===== config.mk =====
export PLATFORM = sky130hd
export DESIGN_NAME = crir_div
export DESIGN_NICKNAME = d
export VERILOG_FILES = /design/src/rtl/crir_pkg.sv /design/src/rtl/crir_div.sv
export SDC_FILE = /design/constraint.sdc
export NUM_CORES = 1
export LEC_CHECK = 0
export ABC_CLOCK_PERIOD_IN_PS = 6200
export BUFFER_PORTS_ARGS = -buffer_cell sky130_fd_sc_hd__buf_2
export CORE_MARGIN = 3
export CORE_UTILIZATION = 45
export DETAILED_ROUTE_END_ITERATION = 16
export HOLD_SLACK_MARGIN = 0.12
export PLACE_DENSITY = 0.6
export RECOVER_POWER = 25
export SLEW_MARGIN = 20
export SYNTH_ARGS = -nofsm -noshare
export SYNTH_HDL_FRONTEND = slang
export SYNTH_SLANG_ARGS = --single-unit

===== constraint.sdc =====
create_clock -name clk -period 6.2 [get_ports clk]
set_clock_uncertainty 0.05 [all_clocks]
set_input_delay 0.31 -clock clk [delete_from_list [all_inputs] [get_ports clk]]
set_output_delay 0.31 -clock clk [all_outputs]
set_load 0.05 [all_outputs]

===== src/rtl/crir_pkg.sv =====
`timescale 1ns / 1ps
package crir_pkg;

	localparam int BODY_COUNT = 64;
	localparam int ADDR_W = $clog2(BODY_COUNT);
	localparam int IDX_W = 6;
	localparam int COEF_W = 17;
	localparam int Q_FRAC = 16;
	// magnitude of n * 2^16 with n up to 2^31
	localparam int DIV_BITS = 32 + Q_FRAC;
	localparam logic signed [31:0] ONE_Q = 32'sd65536;

	typedef enum logic [1:0] {
		OP_WRITE   = 2'd0,
		OP_RESOLVE = 2'd1,
		OP_READ    = 2'd2,
		OP_NOP     = 2'd3
	} op_t;

	// one body entry as held in the table
	typedef struct packed {
		logic signed [31:0] pos_x;
		logic signed [31:0] pos_y;
		logic signed [31:0] vel_x;
		logic signed [31:0] vel_y;
		logic signed [31:0] ang;
		logic signed [31:0] im;
		logic signed [31:0] ii;
		logic [COEF_W-1:0]  rest;
		logic [COEF_W-1:0]  fric;
	} body_t;

	function automatic logic signed [31:0] sat32(input logic signed [63:0] v);
		logic signed [31:0] r;
		if (v > 64'sd2147483647) r = 32'sh7fffffff;
		else if (v < -64'sd2147483648) r = 32'sh80000000;
		else r = v[31:0];
		return r;
	endfunction

	function automatic logic signed [31:0] qadd(input logic signed [31:0] a,
		input logic signed [31:0] b);
		logic signed [63:0] wa, wb;
		wa = 64'(a);
		wb = 64'(b);
		return sat32(wa + wb);
	endfunction

	function automatic logic signed [31:0] qsub(input logic signed [31:0] a,
		input logic signed [31:0] b);
		logic signed [63:0] wa, wb;
		wa = 64'(a);
		wb = 64'(b);
		return sat32(wa - wb);
	endfunction

	function automatic logic signed [31:0] qneg(input logic signed [31:0] a);
		logic signed [63:0] wa;
		wa = 64'(a);
		return sat32(-wa);
	endfunction

	// exact product, floor shift by the fraction width, saturate
	function automatic logic signed [31:0] qmul(input logic signed [31:0] a,
		input logic signed [31:0] b);
		logic signed [63:0] wa, wb, p;
		wa = 64'(a);
		wb = 64'(b);
		p = wa * wb;
		return sat32(p >>> Q_FRAC);
	endfunction

	function automatic logic [31:0] mag32(input logic signed [31:0] a);
		logic [31:0] r;
		r = a[31] ? 32'(-a) : 32'(a);
		return r;
	endfunction

endpackage


===== src/rtl/crir_div.sv =====
`timescale 1ns / 1ps
module crir_div (
	input  logic               clk,
	input  logic               arst_n,
	input  logic               start,
	input  logic signed [31:0] num,
	input  logic signed [31:0] den,
	output logic               done,
	output logic signed [31:0] quo
);

	localparam int CNT_W = $clog2(crir_pkg::DIV_BITS);

	logic                           busy_q;
	logic                           done_q;
	logic [CNT_W-1:0]               cnt_q;
	logic [crir_pkg::DIV_BITS-1:0]  acc_q;
	logic [31:0]                    rem_q;
	logic [31:0]                    dmag_q;
	logic                           neg_q;
	logic                           zero_q;
	logic [32:0]                    rem_sh;
	logic                           fits;

	// restoring divide, one quotient bit a cycle
	assign rem_sh = {rem_q, acc_q[crir_pkg::DIV_BITS-1]};
	assign fits = rem_sh >= {1'b0, dmag_q};

	always_ff @(posedge clk or negedge arst_n) begin
		if (!arst_n) begin
			busy_q <= 1'b0;
			done_q <= 1'b0;
			cnt_q  <= '0;
		end else begin
			done_q <= 1'b0;
			if (start) begin
				busy_q <= 1'b1;
				cnt_q  <= CNT_W'(crir_pkg::DIV_BITS - 1);
				acc_q  <= {crir_pkg::mag32(num), crir_pkg::Q_FRAC'(0)};
				rem_q  <= '0;
				dmag_q <= crir_pkg::mag32(den);
				neg_q  <= num[31] ^ den[31];
				zero_q <= den == 32'sd0;
			end else if (busy_q) begin
				// remainder stays below the divisor, so 32 bits hold it
				rem_q <= fits ? 32'(rem_sh - {1'b0, dmag_q}) : rem_sh[31:0];
				acc_q <= {acc_q[crir_pkg::DIV_BITS-2:0], fits};
				if (cnt_q == '0) begin
					busy_q <= 1'b0;
					done_q <= 1'b1;
				end else begin
					cnt_q <= cnt_q - 1'b1;
				end
			end
		end
	end

	// sign and saturate the magnitude quotient; a zero divisor gives zero
	always_comb begin
		if (zero_q) quo = 32'sd0;
		else if (!neg_q) begin
			if (acc_q > crir_pkg::DIV_BITS'(32'h7fffffff)) quo = 32'sh7fffffff;
			else quo = acc_q[31:0];
		end else begin
			if (acc_q > crir_pkg::DIV_BITS'(33'h080000000)) quo = 32'sh80000000;
			else quo = -acc_q[31:0];
		end
	end

	assign done = done_q;

`ifndef NO_ASSERTIONS
	a_done_after_busy: assert property (@(posedge clk) disable iff (!arst_n)
		done_q |-> $past(busy_q)) else $error("divider done without a run");
	a_no_restart: assert property (@(posedge clk) disable iff (!arst_n)
		busy_q |-> !start) else $error("divider restarted while busy");
	a_busy_ends: assert property (@(posedge clk) disable iff (!arst_n)
		(busy_q && cnt_q == '0 && !start) |=> (!busy_q && done_q))
		else $error("divider did not finish");
`endif

endmodule


==> results of run 1 <==
-- power breakdown --
group          leakage [nW]  switching, mW  internal, mW
Sequential             1.21         0.0808          1.02
Clock                 0.315          0.383         0.728
Combinational          2.76          0.519         0.359
-- synth_stat cells, drive strengths merged (4+ instances only) --
| cell type | instances |
|---|---|
| or4 | 15 |
| nor4 | 14 |
| a211oi | 17 |
| o211ai | 7 |
| o22ai | 7 |
| and3 | 7 |
| nor4b | 4 |
| ha | 37 |
| xor2 | 12 |
| nand4 | 10 |
| dfrtp | 8 |
| a21oi | 53 |
| a21o | 11 |
| a311oi | 24 |
| o31ai | 21 |
| clkbuf | 53 |
| a31oi | 17 |
| o41ai | 10 |
| nor3 | 29 |
| a32oi | 8 |
| nor2b | 7 |
| nand2 | 80 |
| xnor2 | 75 |
| edfxtp | 114 |
| a22o | 30 |
| nor2 | 110 |
| or3 | 23 |
| inv | 55 |
| or2 | 9 |
| and2 | 5 |
| o21ai | 59 |
| nand2b | 15 |
| mux2i | 30 |
| nand3 | 21 |
| o21bai | 5 |
-- final cells by class --
type	count	area (µm²)
inverters	55	206
fillers	1896	9560
flip-flops and latches	122	3620
clock inverters	13	214
repair buffers	114	609
well taps	270	338
multi-input cells	804	5370
clock buffers	19	443
-- logic make-up after synthesis --
group / count (synthesis) / share of synthesized area, %
AOI/OAI and AO/OA: 291 / 21.6
xor gates and xnor gates: 87 / 8.11
adders and majority gates: 38 / 5.14
buffers and inverters: 111 / 4.43
DFF: 122 / 38.6
muxes: 30 / 3.20
and+or+nand+nor: 358 / 18.9
-- layer usage --
layer | share of wire [%] | vias to the layer above | GRT usage [%]
met1 | 49 | 3768 | 30.6
li1 | - | 4058 | -
met4 | 1.1 | 2 | 4.62
met2 | 44 | 223 | 32.0
met5 | 0.043 | - | 0
met3 | 5.9 | 21 | 3.67
-- sequential cells by signal, indices dropped and copies added (netlist names) --
register	count
done	1
rem_q	32
cnt_q	6
neg_q	1
acc_q	48
zero_q	1
dmag_q	32
busy_q	1
-- worst paths after layout --
kind                       slack, ns  cells after the start          to
min                             0.15                      2  dmag_q[27]
max in group asynchronous       2.45                      3      busy_q
max                             1.67                      5   acc_q[25]
min in group asynchronous       1.59                      3      busy_q
min reg2reg                     0.49                      2    cnt_q[5]
max reg2reg                     1.67                      5   acc_q[25]
-- placed cells by master (no fill, tap or decap), drive strengths merged, types with 4 or more instances in the layout --
cell type | Yosys | final
o31ai | 21 | 21
or3 | 23 | 23
o21ai | 59 | 59
xor2 | 12 | 12
a211oi | 17 | 17
or2 | 9 | 9
a21o | 11 | 11
nand2b | 15 | 15
nor2b | 7 | 7
edfxtp | 114 | 114
a21oi | 53 | 53
nor2 | 110 | 110
and3 | 7 | 7
nand4 | 10 | 10
dfrtp | 8 | 8
o211ai | 7 | 7
a22o | 30 | 30
xnor2 | 75 | 75
or4 | 15 | 15
a32oi | 8 | 8
nor4 | 14 | 14
o21bai | 5 | 5
mux2i | 30 | 30
a311oi | 24 | 24
buf | 3 | 107
nor4b | 4 | 4
nand2 | 80 | 80
inv | 55 | 58
clkbuf | 53 | 24
a31oi | 17 | 17
and2 | 5 | 5
nor3 | 29 | 29
o22ai | 7 | 7
o41ai | 10 | 10
nand3 | 21 | 21
bufinv | 0 | 5
ha | 37 | 37
-- metrics by stage --
step                      instance area, µm²  instances
after floorplan                         9400       1037
final                                  10800       1397
after CTS                              10800       1396
after global placement                 10100       1362
after global routing                   10800       1397
after detailed placement               10100       1362
-- worst reg2reg max path: stages, from the launching register on --
cell and delay, ns:
dfrtp_2 0.33, clkbuf_1 2.21, nor2_1 0.68, buf_4 0.41, nor2b_2 0.11, buf_4 0.39
-- repair_timing --
item / CTS / global route
hold buffers: 2 / 0
hold endpoints to repair: 9 / 0
resized for setup: 0 / 0
==> metrics.csv, run 1 <==
stage;metric;value;unit
setup_path;regToRegStartpoint;busy_q;
clocking;cts_setup_buffers;0;
setup_path;worst-path-buf-inv;3;
yosys;synth_top_cell_by_area;edfxtp_1;
clocking;cts_tree;done;
timing;timing_hold_violations_final;0;
drt;drc;0;
hold_path;min_from;den[27];
hold_path;hp-class;input pin to register;
setup_path;crit_start;busy_q;
yosys;syn-cell-area;9400;µm²
global_routing;antenna_found_initial;1;
drt;wire_per_inst;16.8;µm
timing;slew_viol_final;159;
setup_path;endpoint_kind;register;
setup_path;crit_top_cell;buf_4;
status;status;finished with violations;
finish;antenna_cells;0;
power_and_ir_drop;p_leak;4.29;nW
setup_path;critPathTopFamily;buffers and inverters;
yosys;synth_cell_types;61;
timing;fin_ws;1.67;ns
timing;setup_viol;0;
yosys;yosys_warnings;0;
clocking;clkTransAtPathRegs;0.06;ns
setup_path;arrival;4.55;ns
drt;drt-pass1-iter-count;5;
yosys;async_flop_share;6.56;%
place;detailedPlacementHpwl;17.1;mm
clocking;clk_latency;0.42;ns
clocking;htreeDepth;4;
setup_path;path_cells;clkbuf_1 -> nor2_1 -> buf_4 -> nor2b_2 -> buf_4;
place;preCtsSetupSlack;2.26;ns
power_and_ir_drop;totalPowerFinal;3.09;mW
setup_path;crit_path_top_delay_cell;clkbuf_1;
finish;synthToLayoutAreaGrowth;15.0;%
global_routing;overflow;0;
timing;clock.fmax;221;MHz
yosys;ys_ff_latch;122;
job;maxCapViolations;3;
die;die_w;150;µm
global_routing;grt_max_degree;79;
drt;drt_iter0_markers;549;
drt;via_count;8072;
clocking;clockBufferDepth;2;
die;coreArea;20400;µm²
timing;fin_tns_setup;0;ns
die;design.portCount;100;
yosys;syn_nets;1142;
yosys;yosys.area.top_type_share;36.4;%
yosys;syn_inst;1037;
timing;grt_setup_unrepaired;false;
clocking;clock-sinks;122;
clocking;cts.root.buffer_cell;clkbuf_16;
status;violations;max-capacitance violations, max-slew violations;
die;die_y;150;µm
power_and_ir_drop;vdd_ir_drop_max;0.187;mV
global_routing;grt_pass1_vias;7324;
setup_path;cp-start-kind;register;
yosys;netlist_top_cells_area;edfxtp_1, xnor2_1, ha_1;
setup_path;required;6.23;ns
drt;viasPerCell;5.78;
timing;relSlewSlack;-117;%
finish;final_core_util;53.0;%
setup_path;cp_max_fo;64;
yosys;synth_ff_type;edfxtp_1;
timing;period_share;73.0;%
die;num_rows;52;
finish;layout.nets;1219;
setup_path;slowest_delay;2.21;ns
drt;postRouteAntennaNets;0;
power_and_ir_drop;p_per_area;286;nW/µm²
yosys;synth.avg_cell_area;9.06;µm²
place;gp_congestion;0.929;
timing;worst_pin_slew;3.26;ns
setup_path;critPathKind;register to register;
global_routing;grt_usage;20.8;%
die;dieArea;22600;µm²
clocking;cts_buffers;17;
finish;final_layout_size_suffix_gt1_share;14.5;%
yosys;synth_edf_count;114;
drt;wl;23.4;mm
global_routing;grt_pass1_wl;37.8;mm
yosys;seq_area_frac_synth;38.6;%
timing;min_period;4.53;ns
place;port_buffers;99;
timing;hold-worst-slack;0.146;ns
die;start_util;46.1;%
Power figures use the tool's default switching activity.
==> run 2, diff against run 1 <==
- ABC_CLOCK_PERIOD_IN_PS: 6200 -> 4030
- PLACE_DENSITY: 0.6 -> 0.62
- clock period: 6.2 -> 4.03 ns (I/O delays scaled with it)
==> run 2 against run 1 <==
Against the previous run:
- the run still ends with max-capacitance violations, max-slew violations left
- combinational power increased by 59%
- flip-flop and latch count unchanged
- count of clock-buffer cells in the layout decreased by 2
- largest power group is now sequential cells
==> metrics.csv, run 2 (synthesis gave the netlist of run 1 again) <==
stage;metric;value;unit
status;status;finished with violations;
status;violations;max-capacitance violations, max-slew violations;
global_routing;grt_max_degree;55;
die;die_w;150;µm
power_and_ir_drop;p_per_area;404;nW/µm²
clocking;cts.root.buffer_cell;clkbuf_16;
global_routing;grt_pass1_wl;39.9;mm
clocking;clkTransAtPathRegs;0.06;ns
finish;layout.nets;1257;
hold_path;hp-class;input pin to register;
clocking;clock-sinks;122;
setup_path;endpoint_kind;output pin;
clocking;cts_tree;done;
timing;setup_viol;0;
setup_path;critPathKind;register to output pin;
drt;drc;0;
finish;reg_top3;acc_q (48), dmag_q (32), rem_q (32);
die;dieArea;22600;µm²
timing;period_share;95.4;%
power_and_ir_drop;p_leak;4.40;nW
power_and_ir_drop;sequentialPowerShare;37.5;%
power_and_ir_drop;p_sw;1.54;mW
place;gp_congestion;0.910;
finish;top_register;acc_q;
setup_path;cp_max_fo;8;
timing;worst_pin_slew;2.21;ns
power_and_ir_drop;combPwrFrac;31.2;%
die;num_rows;52;
global_routing;grt_pass1_vias;7802;
finish;seq_area;3620;µm²
clocking;htreeDepth;4;
drt;drt-pass1-iter-count;5;
finish;multiInputGateArea;5450;µm²
die;start_util;46.1;%
drt;via_count;8394;
setup_path;arrival;3.59;ns
die;coreArea;20400;µm²
clocking;clockBufferDepth;2;
finish;synthToLayoutAreaGrowth;18.4;%
power_and_ir_drop;vdd_ir_drop_max;0.254;mV
finish;antenna_cells;0;
clocking;cts_buffers;17;
place;detailedPlacementHpwl;17.3;mm
power_and_ir_drop;p_int;2.95;mW
global_routing;grt_usage;21.9;%
drt;postRouteAntennaNets;0;
finish;final_common_cell;edfxtp_1;
clocking;clk_latency;0.42;ns
drt;wl;24.5;mm
die;design.portCount;100;
timing;hold-worst-slack;0.137;ns
timing;clock.fmax;260;MHz
power_and_ir_drop;p_sw_share;34.3;%
place;port_buffers;99;
finish;fillers;1847;
finish;largest_reg_flops;48;
job;maxCapViolations;3;
finish;fin_area;11100;µm²
die;die_y;150;µm
timing;timing_hold_violations_final;0;
power_and_ir_drop;clockPowerShare;31.4;%
place;place_area;10200;µm²
timing;min_period;3.85;ns
drt;drt_iter0_markers;622;
drt;viasPerCell;5.85;
finish;layout_common_cells;edfxtp_1, nor2_1, buf_2;
timing;relSlewSlack;-47.1;%
finish;final_layout_size_suffix_gt1_share;15.3;%
global_routing;antenna_found_initial;0;
global_routing;overflow;0;
drt;wire_per_inst;17.1;µm
timing;slew_viol_final;109;
setup_path;cp-start-kind;register;
setup_path;required;3.78;ns
-- run 2: cell count changes in the layout (fill, tap and decap cells not counted), sizes merged --
cell / delta
dlygate4sd3: +29
buf: +5
bufinv: -5
clkinv: +4
inv: +3
a31o: +2
-- run 2: final cells by class --
| class | instances | area share, % |
|---|---|---|
| inverter | 55 | 1.86 |
| tap | 270 | 3.04 |
| clock inverter | 15 | 1.05 |
| timing repair buffer | 150 | 8.67 |
| sequential | 122 | 32.6 |
| multi-input combinational | 806 | 49.0 |
| clock buffer | 17 | 3.83 |
-- run 2: per-layer routing --
layer / vias to the layer above / wire (µm) / track usage [%]
met2: 284 / 11300 / 35.1
met4: 0 / 245 / 4.53
met1: 3950 / 11400 / 31.1
met3: 24 / 1550 / 4.09
met5: - / 0 / 0
li1: 4136 / - / -
-- run 2: path summary, 6_finish.rpt --
| kind | startpoint | endpoint | slack (ns) | cells after the start |
|---|---|---|---|---|
| worst min-delay path | den[28] | dmag_q[28] | 0.14 | 2 |
| worst max register to register | rem_q[8] | rem_q[21] | 0.29 | 10 |
| min in group asynchronous | arst_n | busy_q | 1.33 | 2 |
| worst min register to register | cnt_q[4] | cnt_q[4] | 0.48 | 2 |
| max in group asynchronous | arst_n | busy_q | 1.19 | 2 |
| worst max-delay path | acc_q[1] | quo[3] | 0.18 | 10 |
-- run 2: worst max-delay path, stage by stage (launching register included) --
cell,delay [ns]
edfxtp_1,0.40
inv_1,0.09
ha_1,0.20
or3b_2,0.49
or3_4,0.37
nor4_1,0.23
buf_4,0.18
nand4_1,0.19
a31o_4,0.35
a311oi_1,0.32
buf_2,0.34
-- run 2: stage by stage --
step | power [mW] | setup TNS [ns] | utilization (%) | worst slack, ns | std cells
after floorplan | 2.68 | -1.11 | - | -0.0993 | 1037
after detailed placement | 3.04 | 0 | 49.9 | 0.326 | 1366
after global routing | 4.75 | -0.0627 | 54.6 | -0.0288 | 1435
after CTS | 4.49 | 0 | 54.2 | 0.0620 | 1429
final | 4.49 | 0 | 54.6 | 0.184 | 1435
after global placement | 3.03 | 0 | 49.9 | 0.386 | 1366
-- run 2: what timing repair did --
item	in CTS	in global routing
pin swaps	0	1
setup buffers	0	3
hold buffers	31	0
endpoints found under the hold margin	30	0
cloned	0	2
resized for setup	1	9
setup endpoints to repair	2	13
-- run 2: power groups by stage --
stage / sequential (mW) / combinational [mW] / clock, mW
floorplan: 1.65 / 1.03 / 0
global placement: 1.70 / 1.33 / 0
detailed placement: 1.70 / 1.34 / 0
CTS: 1.68 / 1.37 / 1.44
global route: 1.70 / 1.55 / 1.50
finish: 1.68 / 1.40 / 1.41
